### config.mk
export PLATFORM = sky130hd
export DESIGN_NAME = sem_grad
export DESIGN_NICKNAME = d
export VERILOG_FILES = /design/src/rtl/core/sem_pkg.sv /design/src/rtl/core/sem_grad.sv
export SDC_FILE = /design/constraint.sdc
export NUM_CORES = 1
export LEC_CHECK = 0
export BUFFER_PORTS_ARGS = -buffer_cell sky130_fd_sc_hd__buf_2
export CELL_PAD_IN_SITES_DETAIL_PLACEMENT = 1
export CELL_PAD_IN_SITES_GLOBAL_PLACEMENT = 1
export CORE_UTILIZATION = 25
export DETAILED_ROUTE_END_ITERATION = 12
export PLACE_DENSITY = 0.58
export REMOVE_ABC_BUFFERS = 1
export SYNTH_ARGS = -nofsm -noshare
export SYNTH_HDL_FRONTEND = slang
export SYNTH_SLANG_ARGS = --single-unit
### constraint.sdc
create_clock -name vclk -period 8.6
set_clock_uncertainty 0.1 [all_clocks]
set_input_delay 0.43 -clock vclk [all_inputs]
set_output_delay 0.43 -clock vclk [all_outputs]
set_load 0.02 [all_outputs]
### src/rtl/core/sem_pkg.sv
package sem_pkg;

   // Pixel and word layout: blue in the low byte, then green, then red.
   localparam int PIX_W      = 8;
   localparam int CHANNELS   = 3;
   localparam int WORD_W     = PIX_W * CHANNELS;
   localparam int CFG_W      = 11;
   localparam int WIN_TAPS   = 9;

   // Gradient and square root sizes.
   localparam int GRAD_W     = 11;
   localparam int RAD_W      = 24;
   localparam int ROOT_W     = 12;
   localparam int ROOT_STEPS = 12;
   localparam int PIX_MAX    = 255;

   typedef logic [PIX_W-1:0]         chan_type;
   typedef logic [WORD_W-1:0]        word_type;
   typedef logic signed [GRAD_W-1:0] grad_type;

   typedef enum logic [0:0] {
      REG_FRAME_WIDTH  = 1'b0,
      REG_FRAME_HEIGHT = 1'b1
   } reg_index_type;

   // Which sides of the 3x3 window fall outside the frame.
   typedef struct packed {
      logic top;
      logic bottom;
      logic left;
      logic right;
   } border_type;

endpackage

### src/rtl/core/sem_grad.sv
module sem_grad (
   input  sem_pkg::word_type   win [sem_pkg::WIN_TAPS],
   input  sem_pkg::border_type border,
   output sem_pkg::grad_type   gx [sem_pkg::CHANNELS],
   output sem_pkg::grad_type   gy [sem_pkg::CHANNELS]
);

   sem_pkg::grad_type tap [sem_pkg::CHANNELS][sem_pkg::WIN_TAPS];

   // Zero the taps that lie outside the frame, then apply both kernels.
   always_comb begin
      for (int ch = 0; ch < sem_pkg::CHANNELS; ch++) begin
         for (int r = 0; r < 3; r++) begin
            for (int c = 0; c < 3; c++) begin
               if ((r == 0 && border.top) || (r == 2 && border.bottom) ||
                   (c == 0 && border.left) || (c == 2 && border.right)) begin
                  tap[ch][r*3+c] = '0;
               end else begin
                  tap[ch][r*3+c] = sem_pkg::GRAD_W'(
                     {1'b0, win[r*3+c][ch*sem_pkg::PIX_W +: sem_pkg::PIX_W]});
               end
            end
         end
         gx[ch] = (tap[ch][2] + (tap[ch][5] <<< 1) + tap[ch][8]) -
                  (tap[ch][0] + (tap[ch][3] <<< 1) + tap[ch][6]);
         gy[ch] = (tap[ch][6] + (tap[ch][7] <<< 1) + tap[ch][8]) -
                  (tap[ch][0] + (tap[ch][1] <<< 1) + tap[ch][2]);
      end
   end

endmodule

# [After elaboration in Yosys (flattened, before gate mapping)]
# Cells that the tools add are included.
# Widths: inputs -> output; s select.
[totals] ff_bits=0 out_inout_bits=66 wordCells=58 ram_bits=0 inputBits=220 rom_bits=0 latchBits=0 n_memories=0
[classes] n_addsub=30 n_shift=0 div_mod_pow=0 mux=24 magnitude_cmp=0 bitwise_logic=0 eq_ne=0 reduce_logical=4 n_mul=0
[op_table] operator="$mux 8" n=24
[op_table] operator="$add 8x9->10" n=12
[op_table] operator="$add 10x8->11" n=8
[op_table] operator="$sub 11x11->11" n=6
[op_table] operator="$add 11x9->11" n=4
[op_table] operator="$logic_or 1x1->1" n=4

# [Depth between registers and ports, before layout]
[depth] depth_word=5 mapped_depth=21 mapped_depth_nobuf=19

# [Least setup slack after synthesis]
# Ideal clock, no wire load.
[synth_path] kind="input port to output port" from="in border[1] (netlist name)" to="out gy[32] (netlist name)" path_slack_ps=3571 required_time_ps=8070 arrival_ps=4499 path_stages=17 path_buffers=3 cell_sequence="buf_4 clkbuf_1 nor2_1 clkbuf_1 and2_1 fa_1 inv_1 fa_1 fa_1 inv_1 ha_1 a21o_1 a21oi_1 o21ai_0 o41ai_1 o21bai_1 a21oi_1"
[synth_rtl] item="start, declared" line_no="sem_grad.sv:3" text="input sem_pkg::border_type border,"
[synth_rtl] item="end, declared" line_no="sem_grad.sv:5" text="output sem_pkg::grad_type gy [sem_pkg::CHANNELS]"

==> run_results.csv <==
group,metric,value,unit
outcome,result_of_the_run,"complete, no violations",
power,power_density,206,nW/µm²
die,fp.dieH,188,µm
worst_setup_path,endpoint_kind,"output port",
placement,hpwlAfterDp,24700,µm
yosys,ys_top_cells_by_area,"sky130_fd_sc_hd__fa_1, sky130_fd_sc_hd__ha_1, sky130_fd_sc_hd__inv_1",
yosys,synth_top_cell_area_share,0.364,
timing,final.min_clock_period,5.95,ns
timing,totalNegativeSetupSlack,0,ns
cells_and_area,clockBufferCount,0,
yosys,syn_avg_cell_area,8.32,µm²
cells_and_area,layoutNonFillerInstCount,1749,
timing,layout_worst_path_cycle_share,0.692,
die,io_pins,286,
clocking,ctsHoldBuffers,0,
power,totalPowerFinal,0.00218,W
route,detailroute.via_count,7518,
min_path,hold_path.startpoint,"win[193]",
cells_and_area,areaGrowthSynthToFinish,21.6,%
cells_and_area,final_common_cell,"sky130_fd_sc_hd__buf_2",
worst_setup_path,critical_path.cell_chain,"buf_2, buf_4, nor2_2, buf_4, and2_1, inv_1, fa_1, inv_1, fa_1, fa_1, inv_1, ha_1, a21o_1, a21oi_1, o21ai_0, o41ai_1, o21bai_1, a21oi_1, buf_2",
job,max-cap-violations,0,
worst_setup_path,critPathLaunch,"border[3]",
yosys,yosysWarningCount,0,
cells_and_area,most-common-layout-cells,"sky130_fd_sc_hd__buf_2, sky130_fd_sc_hd__inv_1, sky130_fd_sc_hd__fa_1, sky130_fd_sc_hd__ha_1, sky130_fd_sc_hd__nor2b_1",
worst_setup_path,critPathKind,"input port to output port",
grt,grt_pass1_wl,44500,µm
route,detailedRoute.firstIterationViolations,190,
die,start_util,0.257,
clocking,cts-resized-gates,0,
timing,grt_setup_unrepaired,"no",
yosys,netlist-cell-type-count,44,
cells_and_area,post_route_cells_drive_above_1_share,0.219,
route,postRouteWirelength,27600,µm
clocking,cts_setup_buffers,0,
yosys,yosys.area.top_type,"sky130_fd_sc_hd__fa_1",
route,drcViolationCount,0,
route,route.detailed.wl_per_inst,15.8,µm
worst_setup_path,critical_path_required,8.07,ns
power,ir_worst_vdd,0.000212,V
worst_setup_path,timing.critical_path.slowest_cell_delay,0.54,ns
grt,global_route.overflow_total,0,
worst_setup_path,worst-path-max-fanout,21,
worst_setup_path,worst-endpoint-arrival,5.42,ns
power,p_leak,5.72,nW
route,detail_route.first_pass.iterations,4,
placement,gpl_congestion,0.846,
cells_and_area,seq_cells,0,
timing,final_max_slew_viol_count,0,
placement,placement.io_buffers,262,
worst_setup_path,critical_path.startpoint_type,"input port",
grt,number_of_global_route_vias_before_repair,8485,
worst_setup_path,timing.critical_path.buf_inv,7,
worst_setup_path,slowest_stage,"sky130_fd_sc_hd__fa_1",
yosys,netlist_instances,1045,
worst_setup_path,worst_path_dominant_cell_family,"adder cells",
die,die_w,188,µm
placement,preCtsSetupSlack,2.58,ns
grt,number_of_antenna_violations_at_the_first_check_in_global_routing,7,
die,row_count,67,
min_path,timing.hold.worst_path_depth,4,
yosys,ys_seq_area_frac,0,
placement,placed_cells,1744,
timing,worst_slew_pin_slew,0.603,ns
worst_setup_path,critical_path_depth,19,
timing,finalHoldViolations,0,
grt,grt_max_degree,24,
cells_and_area,final_net_count,1780,
timing,clock.fmax,168,MHz
route,vias_per_cell,4.30,
route,final_antenna_net_count,0,
cells_and_area,area.sequential,0,µm²
timing,finalWorstSetupSlack,2.65,ns
yosys,syn-cell-area,8690,µm²
die,die_area,35500,µm²
min_path,min-delay-path-class,"input port to output port",
timing,setup_viol_count_final,0,
grt,grt.total_usage,0.159,
die,core_area,33900,µm²
timing,max-slew-margin-rel,0.593,
metal layers:
metal,track usage,vias up,part of all wire
met2,0.300,159,0.51
li1,-,3693,-
met5,0,-,0.0013
met4,0.00372,6,0.000072
met1,0.205,3654,0.45
met3,0.0140,6,0.039
stage by stage:
stage,area (µm²),util,hold slack [ns]
2_1_floorplan,8610,-,1.13
3_3_place_gp,10600,0.312,1.34
3_5_place_dp,10600,0.312,1.34
4_1_cts,10600,0.312,1.34
5_1_grt,10600,0.312,1.39
6_report,10600,0.312,1.33
synthesized netlist by cell type, types with 2 or more instances:
cell,number
sky130_fd_sc_hd__a21oi_1,41
sky130_fd_sc_hd__nand2b_1,16
sky130_fd_sc_hd__clkbuf_1,16
sky130_fd_sc_hd__nor2_1,32
sky130_fd_sc_hd__o21ai_0,29
sky130_fd_sc_hd__a21o_1,20
sky130_fd_sc_hd__xnor2_1,53
sky130_fd_sc_hd__and2_1,61
sky130_fd_sc_hd__buf_2,3
sky130_fd_sc_hd__fa_1,158
sky130_fd_sc_hd__nand2_1,63
sky130_fd_sc_hd__o221ai_1,2
sky130_fd_sc_hd__a211oi_1,2
sky130_fd_sc_hd__o211ai_1,2
sky130_fd_sc_hd__a311o_1,3
sky130_fd_sc_hd__o21a_1,13
sky130_fd_sc_hd__or3_1,3
sky130_fd_sc_hd__ha_1,104
sky130_fd_sc_hd__nor3_1,5
sky130_fd_sc_hd__inv_1,256
sky130_fd_sc_hd__o2111ai_1,4
sky130_fd_sc_hd__nor4b_1,2
sky130_fd_sc_hd__nand3_1,4
sky130_fd_sc_hd__a31o_2,2
sky130_fd_sc_hd__a31oi_1,10
sky130_fd_sc_hd__nor2b_1,97
sky130_fd_sc_hd__xor2_1,27
cell type report:
class	instances	area, µm²
fill	4196	23300
multi-input combinational	769	7660
timing repair buffer	271	1380
inverter	256	961
tap	448	561
antenna	5	12.5
worst paths after layout:
kind / endpoint / slack (ns)
max: gy[32] / 2.65
min: gy[22] / 1.33
cell families after synthesis:
family	synth area share
AOI/OAI and AO/OA	0.101
buffers and inverters	0.120
adders and majority gates	0.514
and+or+nand+nor	0.185
xor gates and xnor gates	0.0806
report_power, final:
group / internal, W / leakage (nW) / switching [W]
registers: 0 / 0 / 0
clock network: 0.0000000000779 / 0.0000317 / 0
logic: 0.000850 / 5.72 / 0.00133
tightest hold or removal path: stages:
cell,delay (ns)
sky130_fd_sc_hd__buf_2,0.09
sky130_fd_sc_hd__nand2_1,0.17
sky130_fd_sc_hd__ha_1,0.15
sky130_fd_sc_hd__buf_2,0.15
(Power assumes the default switching activity.)
