`config.mk`:
```
export PLATFORM = sky130hd
export DESIGN_NAME = sem_sqrt
export DESIGN_NICKNAME = d
export VERILOG_FILES = /design/src/rtl/core/sem_pkg.sv /design/src/rtl/core/sem_sqrt.sv
export SDC_FILE = /design/constraint.sdc
export NUM_CORES = 1
export LEC_CHECK = 0
export BUFFER_PORTS_ARGS = -buffer_cell sky130_fd_sc_hd__buf_2
export CORE_UTILIZATION = 65
export CTS_CLUSTER_DIAMETER = 120
export DETAILED_ROUTE_END_ITERATION = 7
export GPL_ROUTABILITY_DRIVEN = 1
export PLACE_DENSITY = 0.83
export SETUP_SLACK_MARGIN = 0.5
export SYNTH_ARGS = -nofsm -noshare
export SYNTH_HDL_FRONTEND = slang
export SYNTH_SLANG_ARGS = --single-unit
```
`constraint.sdc`:
```
create_clock -name clock -period 9 [get_ports clock]
set_input_delay 0.45 -clock clock [delete_from_list [all_inputs] [get_ports clock]]
set_output_delay 0.45 -clock clock [all_outputs]
set_load 0.05 [all_outputs]
```
`src/rtl/core/sem_pkg.sv`:
```
package sem_pkg;

   // Pixel and word layout: blue in the low byte, then green, then red.
   localparam int PIX_W      = 8;
   localparam int CHANNELS   = 3;
   localparam int WORD_W     = PIX_W * CHANNELS;
   localparam int CFG_W      = 11;
   localparam int WIN_TAPS   = 9;

   // Gradient and square root sizes.
   localparam int GRAD_W     = 11;
   localparam int RAD_W      = 24;
   localparam int ROOT_W     = 12;
   localparam int ROOT_STEPS = 12;
   localparam int PIX_MAX    = 255;

   typedef logic [PIX_W-1:0]         chan_type;
   typedef logic [WORD_W-1:0]        word_type;
   typedef logic signed [GRAD_W-1:0] grad_type;

   typedef enum logic [0:0] {
      REG_FRAME_WIDTH  = 1'b0,
      REG_FRAME_HEIGHT = 1'b1
   } reg_index_type;

   // Which sides of the 3x3 window fall outside the frame.
   typedef struct packed {
      logic top;
      logic bottom;
      logic left;
      logic right;
   } border_type;

endpackage

```
`src/rtl/core/sem_sqrt.sv`:
```
module sem_sqrt (
   input  logic              clock,
   input  logic              load,
   input  logic              step,
   input  sem_pkg::grad_type gx,
   input  sem_pkg::grad_type gy,
   output sem_pkg::chan_type mag
);

   localparam int REM_W = sem_pkg::ROOT_W + 1;
   localparam int CAT_W = REM_W + 2;
   localparam int SQ_W  = 2 * sem_pkg::GRAD_W;

   logic [sem_pkg::RAD_W-1:0]  rad_ff,  rad_in;
   logic [REM_W-1:0]           rem_ff,  rem_in;
   logic [sem_pkg::ROOT_W-1:0] root_ff, root_in;

   logic signed [SQ_W-1:0]     sq_x, sq_y;
   logic [sem_pkg::RAD_W-1:0]  sq_sum;
   logic [CAT_W-1:0]           rem_cat, trial;
   logic [sem_pkg::ROOT_W:0]   root_inc;
   logic [sem_pkg::ROOT_W-1:0] root_half;

   assign sq_x   = gx * gx;
   assign sq_y   = gy * gy;
   assign sq_sum = sem_pkg::RAD_W'($unsigned(sq_x)) + sem_pkg::RAD_W'($unsigned(sq_y));

   // Digit by digit root of 4s, two radicand bits per step.
   assign rem_cat = {rem_ff, rad_ff[sem_pkg::RAD_W-1 -: 2]};
   assign trial   = CAT_W'({root_ff, 2'b01});

   always_comb begin
      rad_in  = rad_ff;
      rem_in  = rem_ff;
      root_in = root_ff;
      if (load) begin
         rad_in  = {sq_sum[sem_pkg::RAD_W-3:0], 2'b00};
         rem_in  = '0;
         root_in = '0;
      end else if (step) begin
         rad_in = {rad_ff[sem_pkg::RAD_W-3:0], 2'b00};
         if (rem_cat >= trial) begin
            rem_in  = REM_W'(rem_cat - trial);
            root_in = {root_ff[sem_pkg::ROOT_W-2:0], 1'b1};
         end else begin
            rem_in  = REM_W'(rem_cat);
            root_in = {root_ff[sem_pkg::ROOT_W-2:0], 1'b0};
         end
      end
   end

   always_ff @(posedge clock) begin
      rad_ff  <= rad_in;
      rem_ff  <= rem_in;
      root_ff <= root_in;
   end

   // floor(sqrt(4s)) = q gives the rounded root (q+1)/2, clamped to a byte.
   assign root_inc  = {1'b0, root_ff} + 1'b1;
   assign root_half = root_inc[sem_pkg::ROOT_W:1];
   assign mag = (32'(root_half) > sem_pkg::PIX_MAX) ? sem_pkg::chan_type'(sem_pkg::PIX_MAX)
                                                    : root_half[sem_pkg::PIX_W-1:0];

endmodule

```
# [Word level (Yosys, flattened, before mapping)]
# Index checks and enable logic that the tools add are counted.
[classes] add_sub_neg=3 multipliers=2 magnitude_cmp=2 mux=5 n_reduce_logical=1
[ops] cell="two-way mux 24 bit" count=2
[ops] cell="multiplier 11 x 11 -> 22 bit" count=2
[ops] cell="adder 22 bit" count=1
[ops] cell=">= comparator 15 x 14 -> 1 bit" count=1
[ops] cell="adder 12 x 1 -> 13 bit, second input constant" count=1
[ops] cell="two-way mux 13 bit" count=1
[ops] cell="subtractor 13 bit" count=1
[ops] cell="> comparator 12 x 8 -> 1 bit, second input constant" count=1
[ops] cell="two-way mux 8 bit" count=1
[ops] cell="nonzero test 2 bit" count=1
[ops] cell="two-way mux 1 bit" count=1
[totals] register_bits=47 in_bits=25 out_inout_bits=8 elab_cells=16

# [Logic depth before layout (Yosys ltp)]
# Gate-level depths: netlist of the first run.
[depth] word_depth=3 ltp_mapped=25 ltp_nobuf=24

# [Worst setup path before layout of the first run]
# Ideal clock, no wire load.
[synth_path] path_type="input port to flip-flop" start="input port gy[4]" end="register rad_ff[23] in the netlist's numbering (data pin)" setup_time_ps=260 arrival_time_ps=6653 path_slack_ps=2087 path_stages=23 path_buffers=1 path_cell_list="clkbuf_1 -> inv_1 -> nor2_1 -> inv_1 -> fa_1 -> fa_1 -> fa_1 -> inv_1 -> fa_1 -> fa_1 -> inv_1 -> fa_1 -> fa_1 -> inv_1 -> ha_1 -> a211oi_2 -> nor2_1 -> or2_1 -> o311a_4 -> a31o_4 -> o31ai_4 -> xnor2_1 -> mux2_4"
[synth_via] elab_chain_len=3
[synth_lines] item="start: declaration" line="sem_sqrt.sv:6" text="input sem_pkg::grad_type gy,"
[synth_lines] item="multiplier 11 x 11 -> 22 bit" line="sem_sqrt.sv:25" text="assign sq_y = gy * gy;"
[synth_lines] item="adder 22 bit" line="sem_sqrt.sv:26" text="assign sq_sum = sem_pkg::RAD_W'($unsigned(sq_x)) + sem_pkg::RAD_W'($unsigned(sq_y));"
[synth_lines] item="two-way mux 24 bit" line="sem_sqrt.sv:36" text="if (load) begin"
[synth_lines] item="via rad_in (one bit)" line="sem_sqrt.sv:14" text="logic [sem_pkg::RAD_W-1:0] rad_ff, rad_in;"
[synth_lines] item="end signal: assignment" line="sem_sqrt.sv:53" text="rad_ff <= rad_in;"
[synth_lines] item="end: declaration" line="sem_sqrt.sv:14"
# The timed path passes the listed nets, and every way through them passes these cells.
# A chain may end at the register's enable or synchronous reset.

# [Worst setup path in the final report of the first run]
[layout_path] start="input port gy[10]" end="register rad_ff[23] in the netlist's numbering (data pin)"
# The elaborated chain is that of the path after synthesis.

==> out/results.txt, run 1 <==
The placer congestion estimate is 0.908. The most used flip-flop cell after synthesis is sky130_fd_sc_hd__dfxtp_1. The share of the Yosys chip area taken by registers is 10.3%. The initialized floorplan defines 47 standard-cell rows.

Half-perimeter wire length after detailed placement: 19.3 mm. The number of nets with antenna violations after detailed routing is 0, and the maximum fanout encountered on the critical timing path is 20. Origin of the worst min-delay path: rem_ff[10]$_SDFFE_PP0P_. After detailed routing, the number of remaining DRC violations is 0. The total negative slack for setup checks came out at 0 ns.

Setup violations remaining at the end of the flow were counted as 0. The vias after detailed routing was 7513; the number of synthesized register bits was 47. In this run the tool buffered the top-level ports with 32 buffer cells. The actual transition at the worst max-transition pin came out at 1.05 ns. The worst setup path is launched from an input pin. In this run the worst hold path is classified as flop to flop. The period utilization works out to 78.1%. The initial standard-cell utilization of the core is 67.2%, and the count of clock tree sinks is 47. The worst setup skew after layout came out at 0.00388 ns.

The die outline height was 134 um; the data arrival time at the worst-slack endpoint was 7.06 ns. Setup repair after global routing left no endpoint under its margin. The run finished with clean final reports.

A synthesized cell averages 9.58 um2. The number of iterations in the first detailed-routing pass is 5, and the first-pass GRT wire length is 38.0 mm. The critical path class was input pin to flop. The tools report the library cell used as clock root buffer as sky130_fd_sc_hd__clkbuf_16. Timing would allow up to 0.142 GHz. The via count of the first global-routing pass came out at 8259. The Yosys step of the flow raised 0 warnings.

The number of setup buffers added after CTS is 0. Standard cell core area: 16800 um2. TritonCTS built the clock tree. Global routing used 27.1% of the available tracks. The net total in the final layout was 1551. The layout has 1295 filler cells.

The critical register-to-register path startpoint is root_ff[3]$_SDFFE_PP0P_. The share of cells above drive strength 1 is 5.90%, and the post-synthesis cell type count is 50. The critical path data required time was 9.04 ns. For this run, asynchronously set or reset flops after synthesis account for 0%. The worst pin sits at a relative slew slack of 29.8%. The number of DRC violations after detailed-routing iteration 0 was 371; the cell count after synthesis was 1177. No sink is reached through more buffers than the 2 on the longest clock path. The total length of routed wires was 21.9 mm. For the final count of pins violating max slew, the log shows 0.

Clock-pin slew on the worst setup and hold paths: 0.06 ns. The launch point of the worst path is gy[10]. The area occupied by multi-input gates is 8760 um2, and the worst-skew pair later-pin latency is 0.29 ns.

The sequential cells in the finished layout cover a total of 1160 um2. The worst path needs 7.02 ns of the cycle, external delays included. CTS built an H-tree with a depth of 2. The logs give 0 for the cts-stage hold buffer count and 58 for the pin count of the biggest net entering global routing.

The die area was 17900 um2; the detailed-route wire length per cell was 15.6 um. The total count of hold-check failures in the final report is 0, and the internal reg-to-reg setup slack is 5.75 ns. The count of instances resized after the clock tree is built came out at 0.

Max-cap violations in this run came to 0. The logs give 0 for the antenna diode count and 0 for the number of antenna violations at the first check in global routing. When the netlist entered floorplanning its net count stood at 1542.

The total congestion overflow came out at 0. The number of flops mapped to enable cells by yosys is 22. The logs give 5 for the number of buffers added by the clock tree synthesis step and 33 for the total I/O pin count. The area growth from synthesis to final layout works out to 4.23%. After synthesis the cells add up to 11300 um2. The worst setup path is captured at a flop.

In this run the horizontal extent of the chip is 134 um. After detailed routing, the number of vias per cell comes to 5.34.
state kept, by name, summed over array words and instances (netlist names):
signal and cells:
rad_ff 22, rem_ff 13, root_ff 12
through the flow:
stage / instance area (um2) / instances / hold WS, ns / setup WS [ns] / util (%)
floorplan: 11300 / 1177 / 0.463 / 2.09 / -
global placement: 11600 / 1399 / 0.478 / 1.79 / 69.2
detailed placement: 11600 / 1399 / 0.483 / 1.65 / 69.2
CTS: 11700 / 1407 / 0.491 / 1.95 / 70.1
global route: 11700 / 1407 / 0.533 / 1.64 / 70.1
finish: 11700 / 1407 / 0.496 / 1.98 / 70.1
path summary, 6_finish.rpt:
| path | depth (start not counted) | endpoint |
|---|---|---|
| max | 23 | rad_ff[23]$_DFFE_PP_ |
| min | 2 | rem_ff[10]$_SDFFE_PP0P_ |
| max reg2reg | 11 | rem_ff[9]$_SDFFE_PP0P_ |
| min reg2reg | 2 | rem_ff[10]$_SDFFE_PP0P_ |
area by class of cell:
cell class / count / share of cell area, %
timing repair buffer: 33 / 1.43
sequential: 47 / 9.88
inverter: 331 / 10.6
clock buffer: 5 / 1.07
clock inverter: 3 / 0.170
tap: 220 / 2.34
multi-input combinational: 768 / 74.5
critical path, cell delays in order:
cell	delay [ns]
sky130_fd_sc_hd__buf_2	0.31
sky130_fd_sc_hd__nand2_1	0.21
sky130_fd_sc_hd__inv_1	0.41
sky130_fd_sc_hd__fa_1	0.50
sky130_fd_sc_hd__inv_1	0.08
sky130_fd_sc_hd__fa_1	0.41
sky130_fd_sc_hd__inv_1	0.09
sky130_fd_sc_hd__fa_1	0.45
sky130_fd_sc_hd__fa_1	0.56
sky130_fd_sc_hd__fa_1	0.44
sky130_fd_sc_hd__fa_1	0.54
sky130_fd_sc_hd__inv_1	0.06
sky130_fd_sc_hd__fa_1	0.53
sky130_fd_sc_hd__inv_1	0.04
sky130_fd_sc_hd__ha_1	0.33
sky130_fd_sc_hd__o21ai_0	0.17
sky130_fd_sc_hd__nor2_1	0.08
sky130_fd_sc_hd__or2_1	0.24
sky130_fd_sc_hd__o311a_4	0.37
sky130_fd_sc_hd__a31o_4	0.26
sky130_fd_sc_hd__o31ai_4	0.17
sky130_fd_sc_hd__xnor2_1	0.08
sky130_fd_sc_hd__mux2_4	0.26
synth_stat cells (all sizes together), types with 4 or more instances:
| master | number | share of area (%) |
|---|---|---|
| edfxtp | 22 | 5.9 |
| inv | 331 | 11 |
| mux2 | 17 | 1.7 |
| and2 | 42 | 2.3 |
| fa | 235 | 42 |
| a21o | 16 | 1.1 |
| nand2 | 70 | 2.3 |
| dfxtp | 25 | 4.4 |
| xnor2 | 49 | 3.8 |
| a211oi | 13 | 0.91 |
| nand2b | 11 | 0.61 |
| a21oi | 26 | 1.2 |
| ha | 105 | 12 |
| nor2 | 59 | 2.0 |
| buf | 5 | 0.19 |
| nor3 | 7 | 0.36 |
| nand3 | 10 | 0.44 |
| o21ai | 14 | 0.62 |
| nor2b | 22 | 1.2 |
| or2 | 4 | 0.22 |
| mux2i | 21 | 1.9 |
| clkbuf | 26 | 0.87 |
| xor2 | 9 | 0.70 |
layer usage:
layer,share of wire [%],vias up,global-route usage (%)
li1,-,3539,-
met1,41,3788,33.8
met2,53,149,50.3
met3,2.8,37,2.09
met4,2.6,0,7.83
met5,0,-,0
cells in the final DEF, fill, tap and decap left out, types with 5 or more instances in the layout:
cell,instances
sky130_fd_sc_hd__nand3_1,10
sky130_fd_sc_hd__edfxtp_1,22
sky130_fd_sc_hd__nor2b_1,22
sky130_fd_sc_hd__a21o_1,16
sky130_fd_sc_hd__nor3_1,6
sky130_fd_sc_hd__buf_2,32
sky130_fd_sc_hd__nand2b_1,11
sky130_fd_sc_hd__dfxtp_1,25
sky130_fd_sc_hd__xor2_1,9
sky130_fd_sc_hd__inv_1,331
sky130_fd_sc_hd__nor2_1,59
sky130_fd_sc_hd__fa_1,235
sky130_fd_sc_hd__nand2_1,70
sky130_fd_sc_hd__a21oi_1,26
sky130_fd_sc_hd__o21ai_0,14
sky130_fd_sc_hd__a211oi_1,12
sky130_fd_sc_hd__ha_1,105
sky130_fd_sc_hd__mux2_2,16
sky130_fd_sc_hd__and2_1,42
sky130_fd_sc_hd__mux2i_1,21
sky130_fd_sc_hd__clkbuf_16,5
sky130_fd_sc_hd__xnor2_1,49
logic make-up after synthesis:
| kind of cell | after synthesis | synth area share, % |
|---|---|---|
| buffers and inverters | 362 | 12.1 |
| adders and majority gates | 340 | 53.4 |
| xor gates and xnor gates | 58 | 4.51 |
| AOI/OAI and AO/OA | 92 | 5.66 |
| DFF | 47 | 10.3 |
| muxes | 38 | 3.60 |
| and+or+nand+nor | 240 | 10.5 |
Power of run 1 is not shown: default switching activity piles up to over one toggle a cycle in this logic, so the estimate is an artifact.
==> run 2, diff against run 1 <==
--- a/config.mk
+++ b/config.mk
@@ -5,6 +5,7 @@
 export SDC_FILE = /design/constraint.sdc
 export NUM_CORES = 1
 export LEC_CHECK = 0
+export ABC_AREA = 1
 export BUFFER_PORTS_ARGS = -buffer_cell sky130_fd_sc_hd__buf_2
 export CORE_UTILIZATION = 65
 export CTS_CLUSTER_DIAMETER = 120
==> constraint.sdc (replaced) <==
create_clock -name clock -period 6.7 [get_ports clock]
set_input_delay 0.335 -clock clock [delete_from_list [all_inputs] [get_ports clock]]
set_output_delay 0.335 -clock clock [all_outputs]
set_load 0.05 [all_outputs]
==> out/results.txt, run 2 <==
The run finished with clean final reports. STA classifies the critical path endpoint as a flop. For the worst setup path, the data arrival time is 5.96 ns. The root buffer cell chosen for the clock tree is sky130_fd_sc_hd__clkbuf_16.

For this run, design rule violations remaining after detail routing come to 0. The logs give 0 for the number of nets with antenna violations after detailed routing and 57.3% for the relative slew slack. Of all cell types, the one taking the most synthesized area is sky130_fd_sc_hd__fa_1. After synthesis, the most frequently instantiated cells are sky130_fd_sc_hd__inv_1, sky130_fd_sc_hd__nand2_1, sky130_fd_sc_hd__fa_1, sky130_fd_sc_hd__ha_1, sky130_fd_sc_hd__nor2_1.

For the global-route usage over all layers, the log shows 29.5%. The library cell used most frequently in the layout, excluding fill and tap cells, is sky130_fd_sc_hd__inv_1. For this run, the top clock speed supported by timing is 0.169 GHz.

Relative to the synthesized area, the layout overhead comes to 5.45%. In the final layout, the registers with the most flip-flops are rad_ff x22, rem_ff x13, root_ff x12. The first routing iteration left 634 violations.

Of all nets on the critical path, the largest fanout is 12. Across the run, the number of max-cap violations was 0. The most common cell in the synthesized netlist is sky130_fd_sc_hd__inv_1. The critical path goes through clkbuf_4 -> nand2_1 -> inv_1 -> fa_2 -> inv_1 -> fa_1 -> fa_1 -> inv_1 -> fa_1 -> inv_1 -> fa_1 -> fa_1 -> fa_1 -> inv_1 -> ha_1 -> nand2_1 -> nor3_1 -> nand4_1 -> nand3_1 -> nand3_1 -> nand3_1 -> nand2_1. Counting stages on the worst path, the most repeated cell is sky130_fd_sc_hd__fa_1. The tools report the share of synthesized area occupied by flip-flops and latches as 9.91%.

The proportion of synthesized flip-flops having asynchronous set or reset was 0%; the floorplan die width was 136 um. The class of the tightest hold or removal check is flop to flop. Cells with a size suffix above 1 make up 6.66% of the layout.

The logs give 0 for the number of failing setup endpoints in the final timing report and 5 for the number of buffers added by the clock tree synthesis step. The die outline height was 136 um; the worst-skew pair later-pin latency was 0.29 ns. The tools report the via count of the first global-routing pass as 9233.

The first global-routing pass estimated 42.6 mm of wire. The portion of synthesized cell area occupied by the leading cell type came out at 40.1%. The setup slack after layout is 0.785 ns, and the actual transition at the worst max-transition pin is 0.640 ns.

The number of levels in the clock H-tree came out at 2. TritonCTS built the clock tree. In this design, the stage delay of the slowest critical-path cell is 0.64 ns. In this run, distinct cell masters in the synthesized netlist total 45. By area the synthesized netlist is led by sky130_fd_sc_hd__fa_1, sky130_fd_sc_hd__inv_1, sky130_fd_sc_hd__ha_1. The top cell types in the final layout, fill and taps aside, are sky130_fd_sc_hd__inv_1, sky130_fd_sc_hd__nand2_1, sky130_fd_sc_hd__fa_1. The final route contains 8826 vias. At the placement stage, the worst setup path has a slack of 0.313 ns. Dividing the detail-routed via count by the number of cells gives 5.25.

For the netlist area before placement, the log shows 11700 um2. Kind of start point of the critical path: an input pin. The run gives 0 as the total count of hold-check failures in the final report. The number of flops mapped to enable cells by yosys is 22.

Clock skew on the completed layout was measured at 0.00903 ns. For the count of clock tree sinks, the log shows 47. The predominant post-synthesis flop cell is sky130_fd_sc_hd__dfxtp_1. Setup repair after global routing could not meet its margin everywhere. The smallest clock period supported by the final layout is computed as 5.92 ns. The standard cell core area was 17500 um2; the total congestion overflow was 0. Number of synthesized register bits: 47. The pin count of the biggest net entering global routing was 32. During synthesis, Yosys emitted a total of 0 warnings.

The die area came out at 18600 um2. 33 I/O pins were placed. In this design, the largest share of critical-path delay is due to adder cells. The tools report the placer congestion estimate as 0.917.

Counting flops per register, the top entry is rad_ff. The final critical path takes up 88.3% of the cycle. The number of iterations in the first detailed-routing pass was 5; the detailed-route wire length per cell was 15.0 um.

Total negative slack for setup checks: 0 ns. The tools report the half-perimeter wire length after detailed placement as 21.7 mm. The critical path contains buffers and inverters numbering 6 combined.

The logs give 1433 for the cell count after synthesis and 48 for the number of core rows. The cell with the biggest individual delay on the critical path was sky130_fd_sc_hd__fa_2. The repair_antennas step left the layout with diodes totalling 0. Number of buffers on the longest clock path: 2. A synthesized cell averages 8.18 um2.

For this block, the routed nets add up to 25.2 mm of wire. The critical path data required time came out at 6.74 ns. The run gives 0 as the number of antenna violations at the first check in global routing. The critical path class is input pin to flop. The register with the most flip-flops in the layout has 22 of them. The net total in the final layout is 1820. The final count of pins violating max slew came out at 0. Quantity of I/O buffers inserted on ports: 32. Clock-pin slew was measured on the worst setup and hold paths at 0.07 ns. Once the floorplan was initialized, standard cells occupied 67.1% of the core. When the netlist entered floorplanning its net count stood at 1798.
run 2: worst register-to-register path, stage by stage, from the launching register on:
cell                       delay [ns]
sky130_fd_sc_hd__dfxtp_1         0.35
sky130_fd_sc_hd__clkinv_1        0.25
sky130_fd_sc_hd__ha_1            0.44
sky130_fd_sc_hd__nand2_1         0.16
sky130_fd_sc_hd__inv_1           0.07
sky130_fd_sc_hd__nand3_1         0.06
sky130_fd_sc_hd__nor2_1          0.06
sky130_fd_sc_hd__a21oi_2         0.21
sky130_fd_sc_hd__nand2_4         0.17
sky130_fd_sc_hd__nor2_4          0.22
sky130_fd_sc_hd__nand2_1         0.07
sky130_fd_sc_hd__nand3_1         0.07
sky130_fd_sc_hd__nand2_1         0.05
sky130_fd_sc_hd__inv_1           0.07
run 2: kinds of logic (layout without fill, tap and decap cells):
group                    after synthesis  in the layout  share of synthesized area [%]
AO/OA/AOI/OAI                        106            106                           5.29
flip-flops                            47             47                           9.91
XOR/XNOR                              35             35                           2.62
AND/OR/NAND/NOR                      432            432                           15.6
adder cells (fa/ha/maj)              340            340                           51.3
buffers and inverters                473            496                           15.3
run 2: final cells by class:
| cell class | count | area [um2] |
|---|---|---|
| Multi-Input combinational cell | 913 | 8810 |
| Fill cell | 1302 | 5120 |
| Inverter | 440 | 1660 |
| Sequential cell | 47 | 1160 |
| Timing Repair Buffer | 48 | 308 |
| Tap cell | 225 | 282 |
| Clock buffer | 5 | 125 |
| Clock inverter | 3 | 20.0 |
run 2: timing repair:
action,in CTS,in global routing
setup endpoints to repair,0,10
gates resized for setup,0,21
hold buffers,0,0
setup buffers,0,6
run 2: worst paths after layout:
path                           startpoint                 endpoint  slack [ns]  depth (start not counted)
setup / recovery                    gx[4]     rad_ff[23]$_DFFE_PP_        0.78                         22
hold / removal     rem_ff[1]$_SDFFE_PP0P_   rem_ff[1]$_SDFFE_PP0P_        0.49                          2
setup reg to reg  root_ff[3]$_SDFFE_PP0P_  rem_ff[10]$_SDFFE_PP0P_        4.37                         13
hold reg to reg    rem_ff[1]$_SDFFE_PP0P_   rem_ff[1]$_SDFFE_PP0P_        0.49                          2
run 2: per-stage QoR:
stage                     cell area (um2)  std cells  util (%)  hold WS, ns
after floorplan                     11700       1433         -        0.447
after global placement              12100       1667      69.2        0.469
after detailed placement            12100       1667      69.2        0.472
after CTS                           12200       1675      70.1        0.485
after global routing                12400       1681      70.7        0.502
final                               12400       1681      70.7        0.488
run 2: layer usage:
metal  GRT usage, %  part of all wire [%]
met2           53.3                    51
met4           7.35                   2.2
met3           3.06                   5.6
met5              0                     0
met1           37.9                    41
Power of run 2 is left out for the same reason.
